File: config.mk
export PLATFORM = sky130hd
export DESIGN_NAME = priority_ready_queue_top
export DESIGN_NICKNAME = d
export VERILOG_FILES = /design/src/design/prq_pkg.sv /design/src/design/prq_ram.sv /design/src/design/priority_ready_queue_top.sv
export SDC_FILE = /design/constraint.sdc
export NUM_CORES = 2
export LEC_CHECK = 0
export ABC_AREA = 1
export BUFFER_PORTS_ARGS = -buffer_cell sky130_fd_sc_hd__buf_4
export CAP_MARGIN = 15
export CORE_MARGIN = 2
export CORE_UTILIZATION = 55
export DETAILED_ROUTE_END_ITERATION = 10
export PLACE_DENSITY = 0.71
export SLEW_MARGIN = 20
export SYNTH_ARGS = -nofsm -noshare
export SYNTH_HDL_FRONTEND = slang
export SYNTH_SLANG_ARGS = --single-unit
export TNS_END_PERCENT = 10
File: constraint.sdc
create_clock -name i_clk -period 11.5 [get_ports i_clk]
set_input_delay 1.725 -clock i_clk [delete_from_list [all_inputs] [get_ports i_clk]]
set_output_delay 1.725 -clock i_clk [all_outputs]
set_load 0.005 [all_outputs]
File: src/design/prq_pkg.sv
// types and codes of the priority ready queue
`timescale 1ns / 1ps
package prq_pkg;

    localparam logic [1:0] MODE_ADD = 2'd0;
    localparam logic [1:0] MODE_REMOVE = 2'd1;
    localparam logic [1:0] MODE_ROTATE = 2'd2;
    localparam logic [1:0] MODE_NONE = 2'd3;

    localparam logic [1:0] ST_DONE = 2'd0;
    localparam logic [1:0] ST_SUSPENDED = 2'd1;
    localparam logic [1:0] ST_QUEUED = 2'd2;
    localparam logic [1:0] ST_IGNORED = 2'd3;

    typedef struct packed {
        logic [1:0] mode;
        logic [5:0] thread_id;
        logic [7:0] priority_req;
        logic [7:0] running_priority;
        logic       suspended;
    } t_in_item;

    typedef struct packed {
        logic [1:0] status;
        logic       need_resched;
        logic       any_ready;
        logic [7:0] highest_priority;
        logic [5:0] highest_thread;
        logic [6:0] ready_count;
    } t_out_item;

    typedef enum logic [3:0] {
        S_IDLE,
        S_RD_LVL,
        S_RD_HEAD,
        S_UNLINK,
        S_APP_RDH,
        S_APP_RDP,
        S_APP_W1,
        S_APP_W2,
        S_ADD_EMPTY,
        S_FIND,
        S_OUT
    } t_state;

endpackage

File: src/design/prq_ram.sv
// generic ram, one write port, one registered read port
`timescale 1ns / 1ps
module prq_ram #(
    parameter int WIDTH = 8,
    parameter int DEPTH = 64
) (
    input  logic                     i_clk,
    input  logic                     i_we,
    input  logic [$clog2(DEPTH)-1:0] i_waddr,
    input  logic [WIDTH-1:0]         i_wdata,
    input  logic [$clog2(DEPTH)-1:0] i_raddr,
    output logic [WIDTH-1:0]         o_rdata
);
    logic [WIDTH-1:0] r_mem [DEPTH];

    always_ff @(posedge i_clk) begin
        if (i_we) begin
            r_mem[i_waddr] <= i_wdata;
        end
        o_rdata <= r_mem[i_raddr];
    end
endmodule

File: src/design/priority_ready_queue_top.sv
// priority ready queue: per-level thread rings in ram, occupancy bitmap in flops
// one item at a time: an ignored item skips to find, an add to an empty level writes
// head and links, a remove reads level and head then unlinks, an occupied add reads
// head and tail then writes links, a rotate unlinks and appends or advances the head
// synchronous active-low reset clears queued flags, bitmap, count and idle id
// rams need no clearing, links and heads are only read once written
`timescale 1ns / 1ps
module priority_ready_queue_top #(
    parameter int THREADS = 64,
    parameter int LEVELS = 256
) (
    input  logic              i_clk,
    input  logic              i_rst_n,
    input  logic              i_cfg_we,
    input  logic [5:0]        i_cfg_wdata,
    input  logic              i_valid,
    output logic              o_stall,
    input  prq_pkg::t_in_item i_in,
    output logic              o_valid,
    input  logic              i_stall,
    output prq_pkg::t_out_item o_out
);
    import prq_pkg::*;

    localparam int TW = $clog2(THREADS);
    localparam int LW = $clog2(LEVELS);
    localparam int CW = $clog2(THREADS + 1);
    localparam int GROUPS = (LEVELS + 31) / 32;
    localparam int GSW = (GROUPS > 1) ? $clog2(GROUPS) : 1;

    t_state r_state, n_state;
    logic [TW-1:0] r_tid, r_nx, r_pv, r_h;
    logic [LW-1:0] r_lv, r_hp;
    logic r_rot, r_any, r_resched, r_ovalid;
    logic [1:0] r_status;
    logic [THREADS-1:0] r_flag;
    logic [LEVELS-1:0] r_occ;
    logic [CW-1:0] r_cnt;
    logic [5:0] r_idle;
    t_out_item r_out;

    logic nxt_we, prv_we, head_we, lvl_we;
    logic [TW-1:0] nxt_wa, nxt_wd, nxt_ra, nxt_q, prv_wa, prv_wd, prv_ra, prv_q;
    logic [TW-1:0] head_wd, head_q, lvl_wa;
    logic [LW-1:0] head_wa, head_ra, lvl_wd, lvl_q;

    prq_ram #(.WIDTH(TW), .DEPTH(THREADS)) u_nxt (
        .i_clk(i_clk), .i_we(nxt_we), .i_waddr(nxt_wa), .i_wdata(nxt_wd),
        .i_raddr(nxt_ra), .o_rdata(nxt_q));
    prq_ram #(.WIDTH(TW), .DEPTH(THREADS)) u_prv (
        .i_clk(i_clk), .i_we(prv_we), .i_waddr(prv_wa), .i_wdata(prv_wd),
        .i_raddr(prv_ra), .o_rdata(prv_q));
    prq_ram #(.WIDTH(TW), .DEPTH(LEVELS)) u_head (
        .i_clk(i_clk), .i_we(head_we), .i_waddr(head_wa), .i_wdata(head_wd),
        .i_raddr(head_ra), .o_rdata(head_q));
    prq_ram #(.WIDTH(LW), .DEPTH(THREADS)) u_lvl (
        .i_clk(i_clk), .i_we(lvl_we), .i_waddr(lvl_wa), .i_wdata(lvl_wd),
        .i_raddr(nxt_ra), .o_rdata(lvl_q));

    logic accept, in_tvalid, in_flag, in_occ;
    logic [TW-1:0] in_tid;
    logic [LW-1:0] in_lv;
    assign accept = i_valid && !o_stall;
    assign o_stall = (r_state != S_IDLE);
    assign in_tid = TW'(i_in.thread_id);
    assign in_tvalid = int'(i_in.thread_id) < THREADS;
    assign in_flag = in_tvalid && r_flag[in_tid];
    assign in_lv = (int'(i_in.priority_req) >= LEVELS) ? LW'(LEVELS - 1)
                                                        : LW'(i_in.priority_req);
    assign in_occ = r_occ[in_lv];

    // decode of an accepted item
    t_state dec_next;
    logic [1:0] dec_status;
    logic dec_add, dec_rem;
    always_comb begin
        dec_next = S_FIND;
        dec_status = ST_DONE;
        dec_add = 1'b0;
        dec_rem = 1'b0;
        if (!in_tvalid || i_in.mode == MODE_NONE) begin
            dec_status = ST_IGNORED;
        end else if (i_in.mode == MODE_ADD) begin
            if (i_in.suspended) begin
                dec_status = ST_SUSPENDED;
            end else if (in_flag) begin
                dec_status = ST_QUEUED;
            end else begin
                dec_add = 1'b1;
                dec_next = in_occ ? S_APP_RDH : S_ADD_EMPTY;
            end
        end else if (i_in.mode == MODE_REMOVE) begin
            if (i_in.thread_id == r_idle || !in_flag) begin
                dec_status = ST_IGNORED;
            end else begin
                dec_rem = 1'b1;
                dec_next = S_RD_LVL;
            end
        end else begin
            if (!in_flag) begin
                dec_status = ST_IGNORED;
            end else begin
                dec_next = S_RD_LVL;
            end
        end
    end

    // most urgent occupied level
    logic [GROUPS*32-1:0] occ_pad;
    logic [GSW-1:0] sel_g;
    logic [4:0] sel_b;
    logic [31:0] sel_word;
    logic [LW-1:0] find_hp;
    logic find_any;
    always_comb begin
        occ_pad = (GROUPS * 32)'(r_occ);
        sel_g = '0;
        for (int g = GROUPS - 1; g >= 0; g--) begin
            if (|occ_pad[g*32 +: 32]) sel_g = GSW'(g);
        end
        sel_word = occ_pad[int'(sel_g)*32 +: 32];
        sel_b = '0;
        for (int b = 31; b >= 0; b--) begin
            if (sel_word[b]) sel_b = 5'(b);
        end
        find_any = |r_occ;
        find_hp = find_any ? LW'(int'(sel_g) * 32 + int'(sel_b)) : '0;
    end

    logic unl_lone, head_is_t, out_go;
    assign unl_lone = (r_nx == r_tid);
    assign head_is_t = (head_q == r_tid);
    assign out_go = !r_ovalid || !i_stall;

    always_comb begin
        n_state = r_state;
        unique case (r_state)
            S_IDLE:      if (accept) n_state = dec_next;
            S_RD_LVL:    n_state = S_RD_HEAD;
            S_RD_HEAD:   n_state = S_UNLINK;
            S_UNLINK:    n_state = (r_rot && !unl_lone && !head_is_t) ? S_APP_RDH : S_FIND;
            S_APP_RDH:   n_state = S_APP_RDP;
            S_APP_RDP:   n_state = S_APP_W1;
            S_APP_W1:    n_state = S_APP_W2;
            S_APP_W2:    n_state = S_FIND;
            S_ADD_EMPTY: n_state = S_FIND;
            S_FIND:      n_state = S_OUT;
            S_OUT:       if (out_go) n_state = S_IDLE;
            default:     n_state = S_IDLE;
        endcase
    end

    always_comb begin
        nxt_we = 1'b0; nxt_wa = '0; nxt_wd = '0; nxt_ra = '0;
        prv_we = 1'b0; prv_wa = '0; prv_wd = '0; prv_ra = '0;
        head_we = 1'b0; head_wa = '0; head_wd = '0; head_ra = '0;
        lvl_we = 1'b0; lvl_wa = '0; lvl_wd = '0;
        unique case (r_state)
            S_RD_LVL: begin
                nxt_ra = r_tid;
                prv_ra = r_tid;
            end
            S_RD_HEAD: head_ra = lvl_q;
            S_UNLINK: begin
                if (!unl_lone && (!r_rot || !head_is_t)) begin
                    prv_we = 1'b1; prv_wa = r_nx; prv_wd = r_pv;
                    nxt_we = 1'b1; nxt_wa = r_pv; nxt_wd = r_nx;
                end
                if (!unl_lone && head_is_t) begin
                    head_we = 1'b1; head_wa = r_lv; head_wd = r_nx;
                end
            end
            S_APP_RDH: head_ra = r_lv;
            S_APP_RDP: prv_ra = head_q;
            S_APP_W1: begin
                nxt_we = 1'b1; nxt_wa = prv_q; nxt_wd = r_tid;
                prv_we = 1'b1; prv_wa = r_tid; prv_wd = prv_q;
                lvl_we = 1'b1; lvl_wa = r_tid; lvl_wd = r_lv;
            end
            S_APP_W2: begin
                nxt_we = 1'b1; nxt_wa = r_tid; nxt_wd = r_h;
                prv_we = 1'b1; prv_wa = r_h; prv_wd = r_tid;
            end
            S_ADD_EMPTY: begin
                head_we = 1'b1; head_wa = r_lv; head_wd = r_tid;
                nxt_we = 1'b1; nxt_wa = r_tid; nxt_wd = r_tid;
                prv_we = 1'b1; prv_wa = r_tid; prv_wd = r_tid;
                lvl_we = 1'b1; lvl_wa = r_tid; lvl_wd = r_lv;
            end
            S_FIND: head_ra = find_hp;
            S_OUT: head_ra = r_hp;
            default: ;
        endcase
    end

    always_ff @(posedge i_clk) begin
        if (!i_rst_n) begin
            r_state <= S_IDLE;
            r_flag <= '0;
            r_occ <= '0;
            r_cnt <= '0;
            r_idle <= '0;
            r_ovalid <= 1'b0;
        end else begin
            r_state <= n_state;
            if (i_cfg_we) r_idle <= i_cfg_wdata;
            if (accept && dec_add) begin
                r_flag[in_tid] <= 1'b1;
                r_cnt <= r_cnt + CW'(1);
            end
            if (accept && dec_rem) begin
                r_flag[in_tid] <= 1'b0;
                if (r_cnt != '0) r_cnt <= r_cnt - CW'(1);
            end
            if (r_state == S_UNLINK && unl_lone && !r_rot) r_occ[r_lv] <= 1'b0;
            if (r_state == S_ADD_EMPTY) r_occ[r_lv] <= 1'b1;
            if (r_state == S_OUT && out_go) begin
                r_ovalid <= 1'b1;
            end else if (r_ovalid && !i_stall) begin
                r_ovalid <= 1'b0;
            end
        end
    end

    always_ff @(posedge i_clk) begin
        if (accept) begin
            r_tid <= in_tid;
            r_lv <= in_lv;
            r_rot <= (i_in.mode == MODE_ROTATE);
            r_status <= dec_status;
            r_resched <= dec_add && (8'(in_lv) < i_in.running_priority);
        end
        if (r_state == S_RD_HEAD) begin
            r_lv <= lvl_q;
            r_nx <= nxt_q;
            r_pv <= prv_q;
        end
        if (r_state == S_APP_RDP) r_h <= head_q;
        if (r_state == S_FIND) begin
            r_hp <= find_hp;
            r_any <= find_any;
        end
        if (r_state == S_OUT && out_go) begin
            r_out.status <= r_status;
            r_out.need_resched <= r_resched;
            r_out.any_ready <= (r_cnt != '0);
            r_out.highest_priority <= 8'(r_hp);
            r_out.highest_thread <= r_any ? 6'(head_q) : 6'd0;
            r_out.ready_count <= 7'(r_cnt);
        end
    end

    assign o_valid = r_ovalid;
    assign o_out = r_out;
endmodule

==> results.toml <==
[placement]
post_dp_cell_area_um2 = 146600
gp_congestion = 1.008
dp_slack_ns = 2.687
portBuffers = 62
dp_hpwl_mm = 280.1

[synthesis]
syn-num-nets = 14010
synth_warnings = 0
synth.top_cell.area_share_pct = 60.43
netlist_instances = 13960
synthSimpleGateAreaFrac_pct = 17.85
syn_area_um2 = 143400
synthArstFlopShare_pct = 0
synthFlopType = "edfxtp_1"
synth.largest_area_cell = "edfxtp_1"
syn_area_per_cell_um2 = 10.27
synth-edff-count = 2886
synth_adder_area_share_pct = 0.07852
synth_xor_area_share_pct = 0.06718
synth_compound_area_share_pct = 9.413
ys_ff_latch = 3250
muxShareOfSynthArea_pct = 0
yosysMostFrequentCell = "edfxtp_1"
ys_types = 51
synth-seq-area-share_pct = 65.51
synth_area_leaders = "edfxtp_1 60%, nand2_1 5.9%, nand3_1 5.8%, dfxtp_1 5.1%, inv_1 4.3%"
synth_commonest_cells = "2,886 x edfxtp_1, 2,260 x nand2_1, 1,665 x nand3_1"
synth_top_family_by_area = "simple AND/OR/NAND/NOR gates"

[hold_path]
holdCritPathClass = "flip-flop to flip-flop"
hold_end = "r_nx[0]"
hold_depth = 0
worstHoldStart = "u_nxt.o_rdata[0]"

[setup_path]
crit_family = "simple AND/OR/NAND/NOR gates"
cp-end-kind = "flip-flop"
startpoint_type = "flip-flop"
cp_max_fo = 90
critPathLaunch = "occ_pad[40]"
slowest_delay_ns = 0.93
worst-path-buf-inv = 4
cp_slowest_cell = "buf_4"
crit_top_cell = "nand2_1"
crit_type = "flip-flop to flip-flop"
required_ns = 12.28
cp.arrival_ns = 9.97
r2r_start = "occ_pad[40]"
reg2reg_to = "u_head.o_rdata[2]"
rr_worst_depth = 49
setup.reg_to_reg.worst_slack_ns = 2.32

[finish]
post-route-util_pct = 60.67
area_growth_pct = 9.773
drive_gt1_share_pct = 5.822
post-route-cell-area_um2 = 157400
fin_nets = 13680
fillCellCount = 20640

[power]
p_clk_share_pct = 30.7
p_seq_share_pct = 40.1
p_per_area_nw_per_um2 = 222.4
leakagePower_nw = 55.63
total_power_w = 0.03502
switching_share_pct = 36.20
comb_power_share_pct = 29.2
intPower_w = 0.02234
peakVddDrop_mv = 0.2342
switchingPower_w = 0.01268

[timing]
fin_skew_ns = 0.09870
fmax_ghz = 0.1089
hold_viol_final = 0
fin_ws_ns = 2.317
setup_viol = 0
period_share_pct = 79.85
fin_setup_tns_ns = 0
min_period_ns = 9.183
worst_pin_slew_ns = 1.406
relSlewSlack_pct = 6.256
rsz0062_at_grt = "no"
slew_violations = 0

[drt]
dr.pass1.iters = 10
routed_wirelength_mm = 446.7
drcViolationCount = 0
drtAntennaViolNets = 0
vias = 106700
routedWlPerCell_um = 25.81
initialDrtViolationCount = 15210
viasPerCell = 6.167

[global_routing]
met3_usage_pct = 6.284
grt_pass1_wl_mm = 657.1
grt_pass1_vias = 100900
grt_overflow_total = 0
grt_max_degree = 189
met2_usage_pct = 50.95
busiest_layer = "met2"
track_usage_pct = 32.97
grtUsageMet1_pct = 45.86
antenna_found_initial = 18

[clock_tree]
tritoncts = "done"
clk_latency_ns = 0.94
cts_setup_buffers = 0
ctsResizeCount = 0
hold_buffers = 0
clock_sinks = 3250
clk_pin_slew_ns = 0.07
htreeDepth = 5
cts_buffers = 336
cts_root_buf = "clkbuf_16"
cts.path.max_buffers = 4

[floorplanning]
rows = 187
pin_count = 63
start_util_pct = 55.27
die-area_um2 = 264800
core-area_um2 = 259500
die_x_um = 514.6
die_h_um = 514.6

[run]
cap_violations = 0

[status]
status = "finished clean"
==> area by class of cell <==
cell class / count / area [um^2] / area share, %
tap: 3402 / 4257 / 2.704
inverter: 1672 / 6327 / 4.019
timing repair buffer: 252 / 2323 / 1.476
clock inverter: 165 / 1740 / 1.106
multi-input combinational: 8120 / 39820 / 25.29
antenna: 8 / 20.02 / 0.01272
clock buffer: 436 / 8985 / 5.708
sequential: 3250 / 93950 / 59.68
==> per-stage QoR <==
stage	cells	hold slack, ns
floorplan	13960	0.3855
CTS	17300	0.3896
finish	17310	0.3836
global placement	16690	0.4045
global route	17300	0.3930
detailed placement	16700	0.3975
==> worst register-to-register path: cells and delay by family, from the launching register on <==
kind / cells / cell delay [ns]
DFF: 1 / 0.39
and+or+nand+nor: 43 / 5.64
buffers and inverters: 4 / 2.25
AOI/OAI and AO/OA: 2 / 0.76
==> worst max path at each step <==
stage | to | slack [ns] | depth (start not counted)
2_1_floorplan | u_head.r_mem[0][0] | 1.76 | 9
4_1_cts | u_head.o_rdata[2] | 2.62 | 49
3_3_place_gp | u_head.o_rdata[2] | 2.48 | 57
6_report | u_head.o_rdata[2] | 2.32 | 49
5_1_grt | u_head.o_rdata[0] | 1.89 | 49
3_5_place_dp | u_head.o_rdata[2] | 2.69 | 49
==> cell usage in the layout (no fill, tap or decap), types with 53 or more instances in the layout <==
cell type and n:
edfxtp_1 2886, nand2_1 2257, nand3_1 1661, inv_1 1631, nor2_1 1327, o21ai_0 770
a21oi_1 699, nand3b_1 398, dfxtp_1 364, clkbuf_16 337, o22ai_1 275, buf_4 216
a311oi_1 109, o211ai_1 101, clkbuf_1 81, a211oi_1 67, clkinv_1 65, o32ai_1 53
==> kinds of logic (layout without fill, tap and decap cells) <==
kind of cell | after synthesis | in the layout
AO/OA/AOI/OAI | 2312 | 2312
XOR/XNOR | 11 | 11
adder cells (fa/ha/maj) | 9 | 9
buffers and inverters | 2592 | 2525
flip-flops | 3250 | 3250
other | 0 | 8
AND/OR/NAND/NOR | 5788 | 5788
==> state kept, by name (all words and copies together), names as in the netlist, 7 cells and up, named ones only <==
name           count
occ_pad          255
u_lvl.r_mem      512
u_head.r_mem    1536
o_out             25
r_flag            64
r_cnt              7
r_hp               8
r_lv               8
u_lvl.o_rdata      8
u_prv.r_mem      384
u_nxt.r_mem      384
==> routing by layer <==
metal	wire length (um)	vias up
met5	61	-
met4	21020	10
met3	46260	1010
met2	203000	6135
met1	176300	51880
li1	-	47690
==> power groups by stage <==
stage	sequential, W	combinational (W)	clock (W)
after floorplan	0.0144	0.00602	0
after CTS	0.0140	0.0100	0.0108
final	0.0140	0.0102	0.0107
after detailed placement	0.0143	0.00998	0
after global routing	0.0140	0.0109	0.0113
after global placement	0.0143	0.00987	0
No activity file was read; power rests on OpenSTA's default activity.
